<file path="config.mk">
export PLATFORM = sky130hd
export DESIGN_NAME = trc_ram
export DESIGN_NICKNAME = d
export VERILOG_FILES = /design/src/rtl/trc_ram.sv
export SDC_FILE = /design/constraint.sdc
export NUM_CORES = 1
export LEC_CHECK = 0
export BUFFER_PORTS_ARGS = -buffer_cell sky130_fd_sc_hd__buf_2
export CELL_PAD_IN_SITES_DETAIL_PLACEMENT = 1
export CELL_PAD_IN_SITES_GLOBAL_PLACEMENT = 2
export CORE_MARGIN = 1
export CORE_UTILIZATION = 38
export CTS_BUF_LIST = sky130_fd_sc_hd__clkbuf_4
export CTS_CLUSTER_SIZE = 12
export DETAILED_ROUTE_END_ITERATION = 6
export MAX_ROUTING_LAYER = met4
export PLACE_DENSITY = 0.71
export SLEW_MARGIN = 20
export SYNTH_ARGS = -nofsm -noshare
export SYNTH_HDL_FRONTEND = slang
export SYNTH_SLANG_ARGS = --single-unit
</file>
<file path="constraint.sdc">
create_clock -name clock -period 2.06 [get_ports clock]
set_input_delay 0.206 -clock clock [delete_from_list [all_inputs] [get_ports clock]]
set_output_delay 0.206 -clock clock [all_outputs]
set_load 0.01 [all_outputs]
</file>
<file path="src/rtl/trc_ram.sv">
// Generic simple dual-port RAM with registered read.
`timescale 1ns / 1ps
module trc_ram #(
   parameter int WIDTH = 8,
   parameter int DEPTH = 16
) (
   input  logic                     clock,
   input  logic                     wr_en,
   input  logic [$clog2(DEPTH)-1:0] wr_addr,
   input  logic [WIDTH-1:0]         wr_data,
   input  logic                     rd_en,
   input  logic [$clog2(DEPTH)-1:0] rd_addr,
   output logic [WIDTH-1:0]         rd_data
);

   logic [WIDTH-1:0] mem [DEPTH];

   always_ff @(posedge clock) begin
      if (wr_en) begin
         mem[wr_addr] <= wr_data;
      end
      if (rd_en) begin
         rd_data <= mem[rd_addr];
      end
   end

endmodule

</file>
==> results of run 1 <==
==> report_power, final <==
group	internal, µW	total (µW)	switching (µW)	leakage (µW)
Sequential	3110	3130	17.6	0.00124
Clock	943	1890	944	0.000154
Combinational	128	299	171	0.000603
Total	4180	5320	1130	0.00199
==> registers in the layout, indices dropped and copies added, names as in the netlist <==
register  cells
mem         128
rd_data       8
==> kinds of logic after synthesis <==
family / Yosys count / synth area share
compound gates: 16 / 0.0230
simple gates: 35 / 0.0314
mux: 32 / 0.148
buf+inv: 10 / 0.0165
flops: 136 / 0.781
==> final cells by class <==
cell class / instances / area share
clock inverters: 15 / 0.0306
flip-flops and latches: 136 / 0.680
well taps: 176 / 0.0367
repair buffers: 48 / 0.0554
diodes: 1 / 0.000416
multi-input cells: 83 / 0.176
clock buffers: 17 / 0.0212
==> stage by stage <==
step                total power, µW  hold WS (ns)  instances  utilization
floorplan                      3350         0.305        229            -
global placement               3490         0.594        443        0.427
CTS                            5370        0.0293        475        0.450
detailed placement             3500         0.612        443        0.427
finish                         5320        0.0672        476        0.450
global route                   5510        0.0104        476        0.450
==> cell usage after synthesis (all sizes together), types with 2 or more instances <==
master           n
edfxtp         136
buf              7
clkdlybuf4s25    3
a22oi           16
nor2            13
nand2            9
nand3b           2
mux4            32
nor3             4
nand2b           2
==> per-layer routing <==
layer / track usage / share of wire
met5: - / 0
met4: 0.0547 / 0.012
met3: 0.0460 / 0.035
met2: 0.274 / 0.52
met1: 0.215 / 0.44
==> path summary, 6_finish.rpt <==
kind	startpoint	to	slack, ns
worst min-delay path	wr_data[3]	mem[13][3]	0.07
worst max register to register	mem[1][2]	rd_data[2]	0.52
worst max-delay path	mem[1][2]	rd_data[2]	0.52
worst min register to register	mem[15][3]	rd_data[3]	0.76
==> summary.txt, run 1 <==
STA
  – Pins Over Slew Limit: 0
  – Final setup margin: 0.523 ns
  – Slew headroom: 0.714
  – Hold Violations, Final: 0
  – Least-Margin Pin Slew: 0.429 ns
  – Post-route clock period utilization: 0.746
  – Setup Skew: 0.0146 ns
  – Final min period: 1.54 ns
  – Sum Neg Setup Slack: 0 ns
  – Unrepaired setup endpoints after global routing: no
  – Setup violators final: 0
  – Fmax: 0.650 GHz

Logic synthesis
  – Synth async-reset ratio: 0
  – Mapped Cells: 229
  – Avg Inst Size Synth: 22.8 µm²
  – Synth warn: 0
  – Post-synthesis cell type count: 18
  – Main synth FF type: edfxtp_1
  – Top cells by area, synth: edfxtp_1 78%, mux4_2 7.8%, mux4_1 7.0%
  – Post-synth EDFFs: 136
  – Post-Synthesis Cell Area: 5230 µm²
  – Synth Net Count: 248
  – Top cell type by total area after synthesis: edfxtp_1
  – Sequential fraction of the synthesis area: 0.781
  – Post-synthesis register bit count: 136
  – Synth top area share: 0.781

Floorplanning
  – Rows: 42
  – Die Y: 119 µm
  – Core Region: 13300 µm²
  – Die area: 14200 µm²
  – Chip Width: 119 µm
  – I/O pins: 27
  – Initial Util: 0.392

Final layout
  – Final Cell Area: 6010 µm²
  – Area taken by multi-input logic gates: 1060 µm²
  – NumNets Final: 305
  – Filler Cell Count: 1279
  – Area grow syn2layout: 14.9%
  – Leading cell types in the layout, fill and taps excluded: 136 x edfxtp_1, 26 x buf_2, 19 x buf_4, 18 x mux4_2, 17 x clkbuf_4
  – Layout cells sized above 1: 0.318
  – Commonest non-fill, non-tap cell in the layout: edfxtp_1
  – Register area: 4080 µm²

Worst setup path
  – Critical Path, Cell by Cell: mux4_1 > a22oi_1 > nand2_1
  – Crit path max fanout: 1
  – Worst reg2reg path depth: 3
  – Setup crit end kind: flop
  – Critical Path Max Stage Delay: 0.51 ns
  – CP max stage cell: mux4_1
  – Worst Setup Start Kind: flop
  – Worst Path Buf+Inv: 0
  – Worst path depth: 3
  – Critical path required time: 2.33 ns
  – Crit Path Category: reg -> reg
  – Delay-heaviest family, CP: multiplexers
  – CP arrival: 1.81 ns

Place
  – IO buf count: 26
  – Pre-CTS worst setup slack: 0.229 ns
  – RePlAce Congestion: 0.682
  – Final HPWL DP: 6.98 mm
  – DP Area: 5690 µm²

Clock tree
  – H-tree depth: 4
  – Resized cells post-CTS: 0
  – Clock transition at path regs: 0.12 ns
  – Num CTS Buffers: 17
  – Post-CTS setup buffers: 0
  – CTS tree: yes
  – Post-CTS Hold Fix Bufs: 0
  – Clock buffer depth: 2
  – Root Driver: clkbuf_4
  – Worst-skew pair later-pin latency: 0.51 ns
  – CTS sink cnt: 136

Hold path
  – Hold depth: 1
  – Min-Delay Path Class: in -> reg

Drt
  – Routed WL: 10.9 mm
  – First drt pass iteration count: 5
  – Avg WL per Cell: 22.9 µm
  – DR vias: 2503
  – Vias per cell: 5.26
  – 1st-iter DRT viols: 143
  – DRC viols: 0
  – Routed Antenna Nets: 0

Run
  – Max-cap viol count: 0

Run status
  – Status: completed

Global route
  – Grt total ovfl: 0
  – First-pass GRT wire length: 16.4 mm
  – Largest net degree at the start of global routing: 20
  – Antenna violations before repair: 1
  – GRT Overall Usage: 0.172
  – Vias in the first global route: 2729

Power and ir drop
  – P_leak: 0.00199 µW
  – Power Density: 885 nW/µm²
  – VDD IR max: 0.322 mV
Note: power is estimated with default switching activity, not from simulation.
==> run 2: changes to the inputs <==
--- a/config.mk
+++ b/config.mk
@@ -5,6 +5,7 @@
 export SDC_FILE = /design/constraint.sdc
 export NUM_CORES = 1
 export LEC_CHECK = 0
+export ABC_AREA = 1
 export BUFFER_PORTS_ARGS = -buffer_cell sky130_fd_sc_hd__buf_2
 export CELL_PAD_IN_SITES_DETAIL_PLACEMENT = 1
 export CELL_PAD_IN_SITES_GLOBAL_PLACEMENT = 2
@@ -14,7 +15,7 @@
 export CTS_CLUSTER_SIZE = 12
 export DETAILED_ROUTE_END_ITERATION = 6
 export MAX_ROUTING_LAYER = met4
-export PLACE_DENSITY = 0.71
+export PLACE_DENSITY = 0.82
 export SLEW_MARGIN = 20
 export SYNTH_ARGS = -nofsm -noshare
 export SYNTH_HDL_FRONTEND = slang
==> constraint.sdc (replaced) <==
create_clock -name clock -period 1.51 [get_ports clock]
set_input_delay 0.151 -clock clock [delete_from_list [all_inputs] [get_ports clock]]
set_output_delay 0.151 -clock clock [all_outputs]
set_load 0.01 [all_outputs]
==> summary.txt, run 2 <==
Drt
  – Routed Antenna Nets: 0 (unchanged)
  – Avg WL per Cell: 18.8 µm (-18%)
  – DRC viols: 0 (unchanged)
  – Vias per cell: 4.96 (-5.7%)
  – First drt pass iteration count: 4 (-1)
  – DR vias: 3949 (+58%)
  – Routed WL: 14.9 mm (+37%)
  – 1st-iter DRT viols: 225 (+57%)

Worst setup path
  – Worst Setup Start Kind: flop
  – Worst reg2reg path depth: 6 (+3)
  – Crit path max fanout: 1 (unchanged)
  – Critical Path Max Stage Delay: 0.45 ns (-0.06 ns)
  – CP arrival: 1.18 ns (-0.63 ns)
  – Setup crit end kind: primary output
  – Worst path depth: 1 (-2)
  – Worst Path Buf+Inv: 1 (+1)
  – CP max stage cell: edfxtp_1
  – Crit Path Category: reg -> out
  – Critical path required time: 1.36 ns (-0.97 ns)
  – Delay-heaviest family, CP: flip-flops
  – Critical Path, Cell by Cell: buf_2

Final layout
  – NumNets Final: 620 (+100%)
  – Filler Cell Count: 1686 (+32%)
  – Max FFs per register: 128 (unchanged)
  – Leading cell types in the layout, fill and taps excluded: 173 x nand2_1, 136 x edfxtp_1, 100 x inv_1, 97 x nand3_1, 26 x buf_2
  – Layout cells sized above 1: 0.123 (-0.195)
  – Area grow syn2layout: 11.2%
  – Commonest non-fill, non-tap cell in the layout: nand2_1
  – Top Registers: mem: 128 flops, rd_data: 8 flops
  – Post-route insts no fill: 796 (+67%)
  – Util after Layout: 0.441 (-0.00949)
  – Register area: 4080 µm² (unchanged)
  – Final Cell Area: 6500 µm² (+8.2%)
  – Area taken by multi-input logic gates: 1210 µm² (+15%)
  – Most flops, register: mem

STA
  – Pins Over Slew Limit: 0 (unchanged)
  – Setup Skew: 0.0171 ns (+0.00256 ns)
  – Setup violators final: 0 (unchanged)
  – Least-Margin Pin Slew: 0.643 ns (+0.214 ns)
  – Unrepaired setup endpoints after global routing: no
  – Fmax: 0.752 GHz
  – Final min period: 1.33 ns
  – Post-route clock period utilization: 0.881
  – Slew headroom: 0.571 (-0.143)
  – Hold Violations, Final: 0 (unchanged)
  – Sum Neg Setup Slack: 0 ns (unchanged)

Logic synthesis
  – Synth Net Count: 570 (+130%)
  – Sequential fraction of the synthesis area: 0.698 (-0.0828)
  – Post-synthesis register bit count: 136 (unchanged)
  – Post-Synthesis Cell Area: 5850 µm² (+12%)
  – Synth warn: 0 (unchanged)
  – Top-count cell post-synth: nand2_1
  – Top cells by area, synth: edfxtp_1 70%, nand2_1 11%, nand3_1 8.3%
  – Mapped Cells: 551 (+140%)
  – Post-synthesis cell type count: 11 (-7)
  – Most instantiated cells after synthesis: 173 x nand2_1, 136 x edfxtp_1, 100 x inv_1
  – Synth async-reset ratio: 0 (unchanged)
  – Synth top area share: 0.698 (-0.0828)
  – Top cell type by total area after synthesis: edfxtp_1
  – Main synth FF type: edfxtp_1
  – Avg Inst Size Synth: 10.6 µm² (-54%)
  – Post-synth EDFFs: 136 (unchanged)

Floorplanning
  – Rows: 44 (+4.8%)
  – I/O pins: 27 (unchanged)
  – Core Region: 14800 µm² (+11%)
  – Initial Util: 0.396 (+0.00465)
  – Die Y: 126 µm (+5.7%)
  – Die area: 15900 µm² (+12%)
  – Chip Width: 126 µm (+5.7%)

Global route
  – GRT Overall Usage: 0.211 (+0.0389)
  – Grt total ovfl: 0 (unchanged)
  – Antenna violations before repair: 1 (unchanged)
  – Largest net degree at the start of global routing: 47 (+140%)
  – First-pass GRT wire length: 23.4 mm (+43%)
  – Vias in the first global route: 3970 (+45%)

Power and ir drop
  – P_leak: 0.00280 µW (+41%)
  – Total power: 6640 µW (+25%)
  – VDD IR max: 0.513 mV (+60%)
  – Power Density: 1020 nW/µm² (+15%)

Place
  – RePlAce Congestion: 0.758 (+11%)
  – DP Area: 6290 µm² (+10%)
  – Final HPWL DP: 9.60 mm (+38%)
  – DP Cell Count: 763 (+72%)
  – IO buf count: 26 (unchanged)

Clock tree
  – Post-CTS Hold Fix Bufs: 3 (+3)
  – Post-CTS setup buffers: 0 (unchanged)
  – CTS tree: yes
  – Clock transition at path regs: 0.11 ns (about the same)
  – Resized cells post-CTS: 0 (unchanged)
  – H-tree depth: 4 (unchanged)
  – Clock buffer depth: 2 (unchanged)
  – CTS sink cnt: 136 (unchanged)
  – Root Driver: clkbuf_4
  – Num CTS Buffers: 17 (unchanged)
  – Worst-skew pair later-pin latency: 0.55 ns (+0.04 ns)

Hold path
  – Min-Delay Path Class: in -> reg
  – Hold depth: 1 (unchanged)

Run status
  – Status: completed

Run
  – Max-cap viol count: 0 (unchanged)
==> run 2: changes by cell type in the layout (fill, tap and decap cells not counted), moves of 14 or more <==
cell / previous run / this run
a22oi_1: 16 / 0
inv_1: 0 / 100
mux4_1: 14 / 0
mux4_2: 18 / 0
nand2_1: 9 / 173
nand3_1: 1 / 97
==> run 2: final cells by class <==
class	count	area share
Antenna cell	1	0.000385
Clock buffer	19	0.0219
Clock inverter	10	0.00616
Inverter	102	0.0589
Multi-Input combinational cell	289	0.187
Sequential cell	136	0.628
Tap cell	184	0.0354
Timing Repair Buffer	55	0.0624
==> run 2: worst paths after layout <==
kind / start / to / slack [ns]
setup / recovery: rd_data[1] / rd_data[1] / 0.18
hold reg to reg: mem[10][7] / rd_data[7] / 0.76
hold / removal: wr_data[3] / mem[5][3] / 0.03
setup reg to reg: mem[15][5] / rd_data[5] / 0.34
==> run 2: cell families (layout without fill, tap and decap cells) <==
kind of cell,after synthesis,count (layout),synth area share
other,0,1,0
flip-flops,136,136,0.698
buffers and inverters,126,186,0.0939
AND/OR/NAND/NOR,289,289,0.208
==> run 2: metal layers <==
metal	vias up	global-route usage	part of all wire
met5	-	-	0
li1	1877	-	-
met3	20	0.0370	0.038
met2	81	0.320	0.47
met4	0	0.0829	0.018
met1	1971	0.281	0.48
==> run 2: report_power, final <==
group / leakage, µW / internal [µW] / switching (µW) / total [µW]
logic: 0.00146 / 171 / 391 / 562
registers: 0.00124 / 4250 / 25.9 / 4270
clock network: 0.000108 / 608 / 1200 / 1800
total: 0.00280 / 5020 / 1610 / 6640
==> run 2: through the flow <==
| step | hold slack (ns) | setup slack [ns] |
|---|---|---|
| 6_report | 0.0278 | 0.179 |
| 5_1_grt | 0.00774 | 0.118 |
| 3_3_place_gp | 0.547 | 0.126 |
| 2_1_floorplan | 0.250 | 0.408 |
| 4_1_cts | 0.00219 | 0.133 |
| 3_5_place_dp | 0.542 | 0.103 |
==> run 3: changes to the inputs <==
--- a/config.mk
+++ b/config.mk
@@ -11,7 +11,6 @@
 export CELL_PAD_IN_SITES_GLOBAL_PLACEMENT = 2
 export CORE_MARGIN = 1
 export CORE_UTILIZATION = 38
-export CTS_BUF_LIST = sky130_fd_sc_hd__clkbuf_4
 export CTS_CLUSTER_SIZE = 12
 export DETAILED_ROUTE_END_ITERATION = 6
 export MAX_ROUTING_LAYER = met4
==> summary.txt, run 3 (synthesized netlist as in run 2, its figures left out) <==
Floorplanning
  – Initial Util: 0.396 (unchanged)
  – Core Region: 14800 µm² (unchanged)
  – Die area: 15900 µm² (unchanged)
  – Die Y: 126 µm (unchanged)
  – Rows: 44 (unchanged)
  – I/O pins: 27 (unchanged)
  – Chip Width: 126 µm (unchanged)

Clock tree
  – Clock transition at path regs: 0.06 ns (-0.05 ns)
  – Root Driver: clkbuf_16
  – Num CTS Buffers: 17 (unchanged)
  – CTS sink cnt: 136 (unchanged)
  – Post-CTS setup buffers: 0 (unchanged)
  – Worst-skew pair later-pin latency: 0.42 ns (-0.13 ns)
  – Resized cells post-CTS: 0 (unchanged)
  – Clock buffer depth: 2 (unchanged)
  – Post-CTS Hold Fix Bufs: 0 (-3)
  – H-tree depth: 4 (unchanged)
  – CTS tree: yes

Worst setup path
  – Crit path max fanout: 1 (unchanged)
  – Worst reg2reg path depth: 6 (unchanged)
  – CP arrival: 1.36 ns (+0.18 ns)
  – Worst path most repeated cell: nand3_1
  – Worst Path Buf+Inv: 1 (unchanged)
  – Critical Path Max Stage Delay: 0.35 ns (-0.10 ns)
  – Worst Setup Start Kind: flop
  – Critical path required time: 1.68 ns (+0.32 ns)
  – Critical Path, Cell by Cell: inv_1 > nand2_1 > nand3_1 > nand3_1 > nand3_1 > nand2_1
  – CP max stage cell: edfxtp_1
  – Setup crit end kind: flop
  – Delay-heaviest family, CP: simple AND/OR/NAND/NOR gates
  – Worst path depth: 6 (+5)
  – Crit Path Category: reg -> reg

Power and ir drop
  – P_sw: 1840 µW (+14%)
  – Sequential share of power: 0.518 (-0.126)
  – Internal Pwr Total: 6430 µW (+28%)
  – Power Density: 1220 nW/µm² (+20%)
  – P_leak: 0.00291 µW (+4.0%)
  – Combinational cell fraction of total power: 0.067 (-0.018)
  – Clk network pwr share: 0.415 (+0.143)
  – VDD IR max: 0.759 mV (+48%)
  – Sw Ratio: 0.223 (-0.0200)

STA
  – Setup Skew: 0.00633 ns (-0.0108 ns)
  – Final min period: 1.19 ns (-0.143 ns)
  – Sum Neg Setup Slack: 0 ns (unchanged)
  – Least-Margin Pin Slew: 0.631 ns (-0.0118 ns)
  – Unrepaired setup endpoints after global routing: no
  – Hold Violations, Final: 0 (unchanged)
  – Slew headroom: 0.579 (+0.00790)
  – Pins Over Slew Limit: 0 (unchanged)
  – Setup violators final: 0 (unchanged)
  – Fmax: 0.842 GHz (+12%)
  – Post-route clock period utilization: 0.786 (-0.0950)

Drt
  – First drt pass iteration count: 4 (unchanged)
  – DR vias: 3931 (-0.46%)
  – DRC viols: 0 (unchanged)
  – Vias per cell: 4.96 (about the same)
  – Routed Antenna Nets: 0 (unchanged)
  – Avg WL per Cell: 19.1 µm (+2.0%)
  – Routed WL: 15.2 mm (+1.5%)
  – 1st-iter DRT viols: 238 (+5.8%)

Hold path
  – Min-Delay Path Class: in -> reg
  – Hold depth: 1 (unchanged)

Final layout
  – Filler Cell Count: 1654 (-1.9%)
  – Top Registers: mem: 128 flops, rd_data: 8 flops
  – Area taken by multi-input logic gates: 1210 µm² (unchanged)
  – Register area: 4080 µm² (unchanged)
  – Leading cell types in the layout, fill and taps excluded: 173 x nand2_1, 136 x edfxtp_1, 100 x inv_1, 97 x nand3_1, 26 x buf_2
  – Most flops, register: mem
  – Post-route insts no fill: 792 (-0.50%)
  – NumNets Final: 617 (-0.48%)
  – Layout cells sized above 1: 0.120 (-0.00268)
  – Commonest non-fill, non-tap cell in the layout: nand2_1
  – Area grow syn2layout: 15.6%
  – Max FFs per register: 128 (unchanged)
  – ANT cells: 0 (-1)

Global route
  – Grt total ovfl: 0 (unchanged)
  – Largest net degree at the start of global routing: 47 (unchanged)
  – Vias in the first global route: 3996 (+0.65%)
  – GRT Overall Usage: 0.214 (+0.00360)
  – Antenna violations before repair: 0 (-1)
  – First-pass GRT wire length: 23.7 mm (+1.4%)

Place
  – IO buf count: 26 (unchanged)
  – DP Cell Count: 763 (unchanged)
  – RePlAce Congestion: 0.758 (unchanged)
  – Final HPWL DP: 9.60 mm (unchanged)

Run
  – Max-cap viol count: 0 (unchanged)

Run status
  – Status: completed
-- run 3: cell count changes in the layout (fill, tap and decap cells not counted), sizes merged --
cell,previous run,this run
dlygate4sd3,3,0
diode,1,0
-- run 3: worst reg2reg max path, stage by stage (launching register included) --
cell and delay, ns:
edfxtp_1 0.35, inv_1 0.06, nand2_1 0.04, nand3_1 0.11, nand3_1 0.16, nand3_1 0.15, nand2_1 0.06
-- run 3: power by group through the flow --
stage | Sequential [µW] | Clock [µW] | Combinational [µW]
floorplan | 4360 | 0 | 298
global placement | 4360 | 0 | 546
detailed placement | 4360 | 0 | 563
CTS | 4280 | 3480 | 568
global route | 4290 | 3620 | 618
finish | 4280 | 3430 | 557
-- run 3: worst paths after layout --
path / to / from / slack (ns)
worst min-delay path: rd_data[2] / rd_en / 0.12
worst max register to register: rd_data[5] / mem[15][5] / 0.32
worst max-delay path: rd_data[5] / mem[15][5] / 0.32
worst min register to register: rd_data[2] / mem[7][2] / 0.76
-- run 3: layout make-up --
| cell class | instances | share of cell area |
|---|---|---|
| sequential | 136 | 0.604 |
| multi-input combinational | 289 | 0.180 |
| clock buffer | 19 | 0.0641 |
| inverter | 102 | 0.0566 |
| timing repair buffer | 52 | 0.0555 |
| tap | 184 | 0.0341 |
| clock inverter | 10 | 0.00592 |
-- run 3: metal layers --
metal	up-vias	share of wire	global-route usage
li1	1871	-	-
met5	-	0	-
met1	1962	0.48	0.285
met2	79	0.47	0.325
met4	0	0.021	0.0858
met3	19	0.034	0.0387
-- run 3: per-stage QoR --
stage                     worst slack, ns   util  instance area, µm²  power [µW]  hold WS [ns]
after floorplan                     0.408      -                5850        4660         0.250
after global placement              0.126  0.426                6290        4900         0.547
after detailed placement            0.103  0.426                6290        4920         0.542
after CTS                           0.311  0.458                6760        8330         0.100
after global routing                0.245  0.458                6760        8530        0.0998
final                               0.323  0.458                6760        8270         0.116
